File: src/rpba_pkg.sv
`timescale 1ns / 1ps
// ----------------------------------------------------------------------------
// rpba_pkg
// Shared types and constants for the RTP port block allocator.
// ----------------------------------------------------------------------------
package rpba_pkg;

  localparam int SERVERS = 4;
  localparam int CALLS   = 32;
  localparam int SW      = $clog2(SERVERS);
  localparam int CW      = $clog2(CALLS);
  localparam int FQ      = 2;

  localparam logic [16:0] BLOCK = 17'd4;

  typedef enum logic [1:0] {
    OP_ADD     = 2'd0,
    OP_ALLOC   = 2'd1,
    OP_RELEASE = 2'd2,
    OP_REMOVE  = 2'd3
  } opcode_t;

  typedef enum logic [2:0] {
    ST_OK      = 3'd0,
    ST_EXISTS  = 3'd1,
    ST_MISSING = 3'd2,
    ST_NOCAP   = 3'd3,
    ST_UNKNOWN = 3'd4,
    ST_FULL    = 3'd5
  } status_t;

  typedef struct packed {
    logic [1:0]  opcode;
    logic [31:0] server_id;
    logic [31:0] call_tag;
    logic [15:0] range_low;
    logic [15:0] range_high;
  } in_item_t;

  typedef struct packed {
    logic [2:0]  status;
    logic [31:0] chosen_server;
    logic [15:0] media_port;
    logic [16:0] control_port;
    logic [16:0] client_port;
    logic [16:0] inner_port;
    logic        stopped_valid;
    logic [31:0] stopped_call;
    logic        last;
  } out_item_t;

  typedef enum logic [3:0] {
    BK_IDLE,
    BK_ADD,
    BK_ASCAN,
    BK_ABEST,
    BK_AFREE,
    BK_AOUT,
    BK_RSCAN,
    BK_RPUSH,
    BK_RMSCAN,
    BK_RMDONE,
    BK_EMIT
  } bk_state_t;

endpackage

File: src/rpba_queue.sv
`timescale 1ns / 1ps
// ----------------------------------------------------------------------------
// rpba_queue
// Short FIFO between the front end and the operation engine.
// ----------------------------------------------------------------------------
module rpba_queue (
  input  logic               clk,
  input  logic               rst_n,
  input  logic               wr_valid,
  output logic               wr_ready,
  input  rpba_pkg::in_item_t wr_data,
  output logic               rd_valid,
  input  logic               rd_ready,
  output rpba_pkg::in_item_t rd_data
);
  import rpba_pkg::*;

  in_item_t   mem_r [FQ];
  logic [0:0] wp_r, rp_r;
  logic [1:0] cnt_r;

  assign wr_ready = (cnt_r != 2'(FQ));
  assign rd_valid = (cnt_r != 2'd0);
  assign rd_data  = mem_r[rp_r];

  always_ff @(posedge clk) begin
    if (wr_valid && wr_ready) begin
      mem_r[wp_r] <= wr_data;
    end
    if (!rst_n) begin
      wp_r  <= '0;
      rp_r  <= '0;
      cnt_r <= '0;
    end else begin
      if (wr_valid && wr_ready) wp_r <= wp_r + 1'b1;
      if (rd_valid && rd_ready) rp_r <= rp_r + 1'b1;
      cnt_r <= cnt_r + 2'(wr_valid && wr_ready) - 2'(rd_valid && rd_ready);
    end
  end

endmodule

File: config.mk
export PLATFORM = sky130hd
export DESIGN_NAME = rpba_queue
export DESIGN_NICKNAME = d
export VERILOG_FILES = /design/src/rpba_pkg.sv /design/src/rpba_queue.sv
export SDC_FILE = /design/constraint.sdc
export NUM_CORES = 1
export LEC_CHECK = 0
export ABC_AREA = 1
export BUFFER_PORTS_ARGS = -buffer_cell sky130_fd_sc_hd__buf_2
export CAP_MARGIN = 20
export CORE_ASPECT_RATIO = 1.5
export CORE_MARGIN = 5
export CORE_UTILIZATION = 55
export DETAILED_ROUTE_END_ITERATION = 10
export PLACE_DENSITY_LB_ADDON = 0.15
export SYNTH_ARGS = -nofsm -noshare
export SYNTH_HDL_FRONTEND = slang
export SYNTH_SLANG_ARGS = --single-unit
File: constraint.sdc
create_clock -name clk -period 14.2 [get_ports clk]
set_clock_uncertainty 0.2 [all_clocks]
set_input_delay 0.71 -clock clk [delete_from_list [all_inputs] [get_ports clk]]
set_output_delay 0.71 -clock clk [all_outputs]
set_load 0.05 [all_outputs]
[Word level (Yosys, flattened, before mapping)]
Memories as Yosys holds them, arrays and structs flattened. A register that Yosys moved wholly into a read port is not among the register bits.
Cells that the tools add are included.
Operators by class
  add/subtract/negate cells: 4
  equality and inequality tests: 1
  multiplexer cells: 4
  reductions and logical operators: 3
Operators by type and width (number)
  1-bit two-way mux: 4
  1-bit adder (second input constant): 2
  2-bit by 1-bit adder with 2-bit output: 1
  1-bit logical AND: 2
  2-bit != test (second input constant): 1
  2-bit nonzero test: 1
  2-bit by 1-bit subtractor with 2-bit output: 1
Storage, ports and cells
  register bits after elaboration: 4
  memory bits (writable): 196
  input port bits: 102
  output and inout port bits: 100
  memories kept: 1
Memory list
  mem_r: depth 2, bits a word 98, rd ports 1, clocked after memory_dff 1, wr ports 1, RTL line rpba_queue.sv:18  | in_item_t mem_r [FQ];

[Logic depth before layout (Yosys ltp)]
  word-level depth: 4
  mapped depth: 11

[Least setup slack after synthesis]
No wires, ideal clock.
  kind: reg-to-reg
  from: register cnt_r[0]
  to: memory mem_r[1][0] (netlist name), enable pin
  arrival: 5.123 ns
  required time: 13.442 ns
  path slack: 8.320 ns
  cell stages (with the launch flop): 5
  buffers on the path: 0
  clock period less this slack: 5.880 ns
  cell sequence: dfxtp_1 -> inv_1 -> nand2_1 -> nand2_1 -> nor2_1
On the way
  longest elaborated chain between the ends: 4
RTL lines
  start, declared: RTL line rpba_queue.sv:20  | logic [1:0] cnt_r;
  start signal, assigned: RTL line rpba_queue.sv:37  | cnt_r <= cnt_r + 2'(wr_valid && wr_ready) - 2'(rd_valid && rd_ready);
  2-bit != test: RTL line rpba_queue.sv:22  | assign wr_ready = (cnt_r != 2'(FQ));
  named net wr_ready: RTL line rpba_queue.sv:10  | output logic wr_ready,
  1-bit logical AND: RTL line rpba_queue.sv:27  | if (wr_valid && wr_ready) begin
  1-bit two-way mux: RTL line rpba_queue.sv:27
  1-bit two-way mux (implied by the code): RTL line rpba_queue.sv:28  | mem_r[wp_r] <= wr_data;
  end, declared: RTL line rpba_queue.sv:18
The timed path passes the listed nets, and every way through them passes these cells.

==> impl_summary.txt <==
----------------------------------------------------
[Status]
  Outcome ... complete, no violations

[Clock network]
  Root Buffer ... clkbuf_16
  Num CTS Buffers ... 18
  TritonCTS Sinks ... 201
  Post-CTS Setup Bufs ... 0
  Number of buffers added to fix hold violations after cts ... 0
  Register clock-pin slew on the reported worst setup and hold paths ... 0.06 ns
  Clock tree from TritonCTS ... done
  H-tree levels ... 1
  CTS Buffer Depth ... 3
  Clk Latency, worst-skew pair ... 0.46 ns
  Cells resized by post-CTS repair ... 0

[Timing]
  Total count of hold-check failures in the final report ... 0
  PnR worst setup slack ... 11.00 ns
  Worst Max-Slew Pin Slew ... 0.729 ns
  Post-route fraction of the period consumed by the critical path ... 22.5%
  Final sum of negative setup slack ... 0 ns
  Number of endpoints failing setup at the final stage ... 0
  Headroom to the max-slew limit ... 51.4%
  Max Clk Rate ... 0.312 GHz
  RSZ-0062 raised after global routing ... false
  Total count of max-transition violations in the final report ... 0
  Clock period minus final worst setup slack ... 3.20 ns

[Routing]
  Via/cell ratio ... 5.16
  Detail-routed net length per standard cell ... 18.4 microns
  Number of search-and-repair iterations in the first detailed-routing pass ... 4
  Final antenna-violating net count ... 0
  Post-detailed-route DRC marker count ... 0
  Count of vias placed by the detailed router ... 3,754
  Detailed router's first-iteration violation count ... 171
  Wire length reported by the detailed router ... 13.4 mm

[Cells and area]
  Final net count ... 660
  Area Growth Syn to Fin ... 23.8%
  Fraction of layout instances using a drive strength above 1 ... 58.2%
  Most common cell after layout, fill and taps aside ... buf_2
  Commonest cells after routing, fill and taps aside ... buf_2 (201), edfxtp_1 (196), mux2_2 (78)
  Final instance count without filler cells ... 727
  Utilization after layout ... 69.8%

[Setup path]
  CP Launch Type ... flop
  Data required time at the worst endpoint ... 13.29 ns
  Crit-path max FO ... 66
  Worst path slowest cell ... dfxtp_4
  Worst path arrival time ... 2.29 ns
  Capturing element type of the critical path ... primary output
  Family with the most delay on the worst path ... buffers and inverters
  Crit Path Class ... reg -> out
  Number of buffers and inverters on the critical path ... 3
  Crit path cell chain ... buf_4 -> buf_16 -> mux2_2 -> buf_2
  CP peak stage delay ... 0.52 ns

[Placement]
  Number of buffers inserted by port buffering ... 201
  Final Wtd Congestion ... 0.734
  HPWL after detailed placement ... 9.08 mm
  Worst setup slack after placement ... 11.14 ns
  Number of instances in the placed design ... 695

[Die]
  Number of standard-cell rows in the floorplan ... 51
  Die span in x ... 105 microns
  Starting density of the core ... 56.4%
  Core region area ... 13,100 sq um
  Die ar. ... 15,900 sq um
  # IOs ... 202
  Die height ... 152 microns

[Power]
  Power density over the cells ... 205 nW/um^2
  Max rail drop VDD ... 171 uV
  Cell leakage power ... 0.00349 uW

[Global routing]
  Met1 demand-to-capacity share in global routing ... 18.2%
  Initial antenna violation count ... 1
  Aggregate global-route resource usage ... 16.2%
  GR peak layer ... met2
  Global-route wire length before repair ... 20.5 mm
  GRT met3 Usage ... 4.62%
  Maximum number of pins on one net before global-route repair ... 79
  Number of global-route vias before repair ... 4,076
  Grt met2 use ... 30.0%
  Aggregate global routing overflow ... 0

[Yosys]
  Post-Synthesis Net Count ... 444
  Sequential share of the synthesized area ... 81.1%
  Cell area after synthesis ... 7380 sq um
  Number of instances in the synthesized netlist ... 341
  Count of yosys warnings during synthesis ... 0
  Synth Register Bits ... 201
  Average size of a mapped cell ... 21.6 sq um
  Netlist cell types ... 13

[Flow run]
  Count of max-cap constraint violations ... 0

[Min path]
  Min-Delay Path Class ... in -> reg

----------------------------------------------------
## layout make-up
type	count	area (sq um)
Tap cell	159	199
Inverter	7	26.3
Clock buffer	20	479
Antenna cell	1	2.50
Sequential cell	201	5990
Multi-Input combinational cell	122	1300
Timing Repair Buffer	207	1070
Clock inverter	10	66.3
Fill cell	852	3950
## per-layer routing
metal  share of wire, %  wire, microns  up-vias
met5              0.052              7        -
met4                1.6            211        2
met3                7.6           1020       19
met2                 55           7320      138
met1                 36           4830     1829
li1                   -              -     1766
## metrics by stage
step / instance area (sq um) / total power (uW) / hold slack, ns
5_1_grt: 9130 / 1950 / 0.211
6_report: 9130 / 1870 / 0.231
3_5_place_dp: 8560 / 1450 / 0.291
2_1_floorplan: 7380 / 1320 / 0.267
3_3_place_gp: 8560 / 1430 / 0.279
4_1_cts: 9100 / 1890 / 0.213
## final timing paths
| check | slack (ns) | from | depth (start not counted) | end |
|---|---|---|---|---|
| setup / recovery | 11.00 | flop | 4 | rd_data[24] |
| hold / removal | 0.23 | wr_data[31] | 1 | mem_r[0][31]$_DFFE_PP_ |
| setup reg to reg | 11.54 | cnt_r[0]$_SDFF_PN0_ | 6 | mem_r[1][54]$_DFFE_PP_ |
| hold reg to reg | 0.30 | rp_r$_SDFFE_PN0P_ | 2 | rp_r$_SDFFE_PN0P_ |
## cells in the mapped netlist (all sizes together)
library cell  instances  area, sq um
nor2                  9         33.8
a21oi                 1         5.00
inv                   7         26.3
mux2                 98         1180
nand2                11         41.3
buf                  11         80.1
dfxtp                 5          100
ha                    1         12.5
nand3                 1         5.00
xnor2                 1         8.76
edfxtp              196         5890
## power by group
part / internal (uW) / switching, uW / total (uW)
clock: 259 / 188 / 447
combinational: 180 / 467 / 647
sequential: 753 / 25.9 / 779
## cells by family (layout without fill, tap and decap cells)
group                      count (synthesis)  count (layout)  share of synthesized area (%)
AOI/OAI and AO/OA                          1               1                         0.0678
xor gates and xnor gates                   1               1                          0.119
adders and majority gates                  1               1                          0.170
buffers and inverters                     18             244                           1.44
DFF                                      201             201                           81.1
muxes                                     98              98                           16.0
other                                      0               1                              0
and+or+nand+nor                           21              21                           1.09
## sequential cells by signal (all words and copies together) (netlist names), named ones only
signal  flops
rp_r        1
wp_r        1
cnt_r       2
mem_r     196
(Power assumes the default switching activity.)
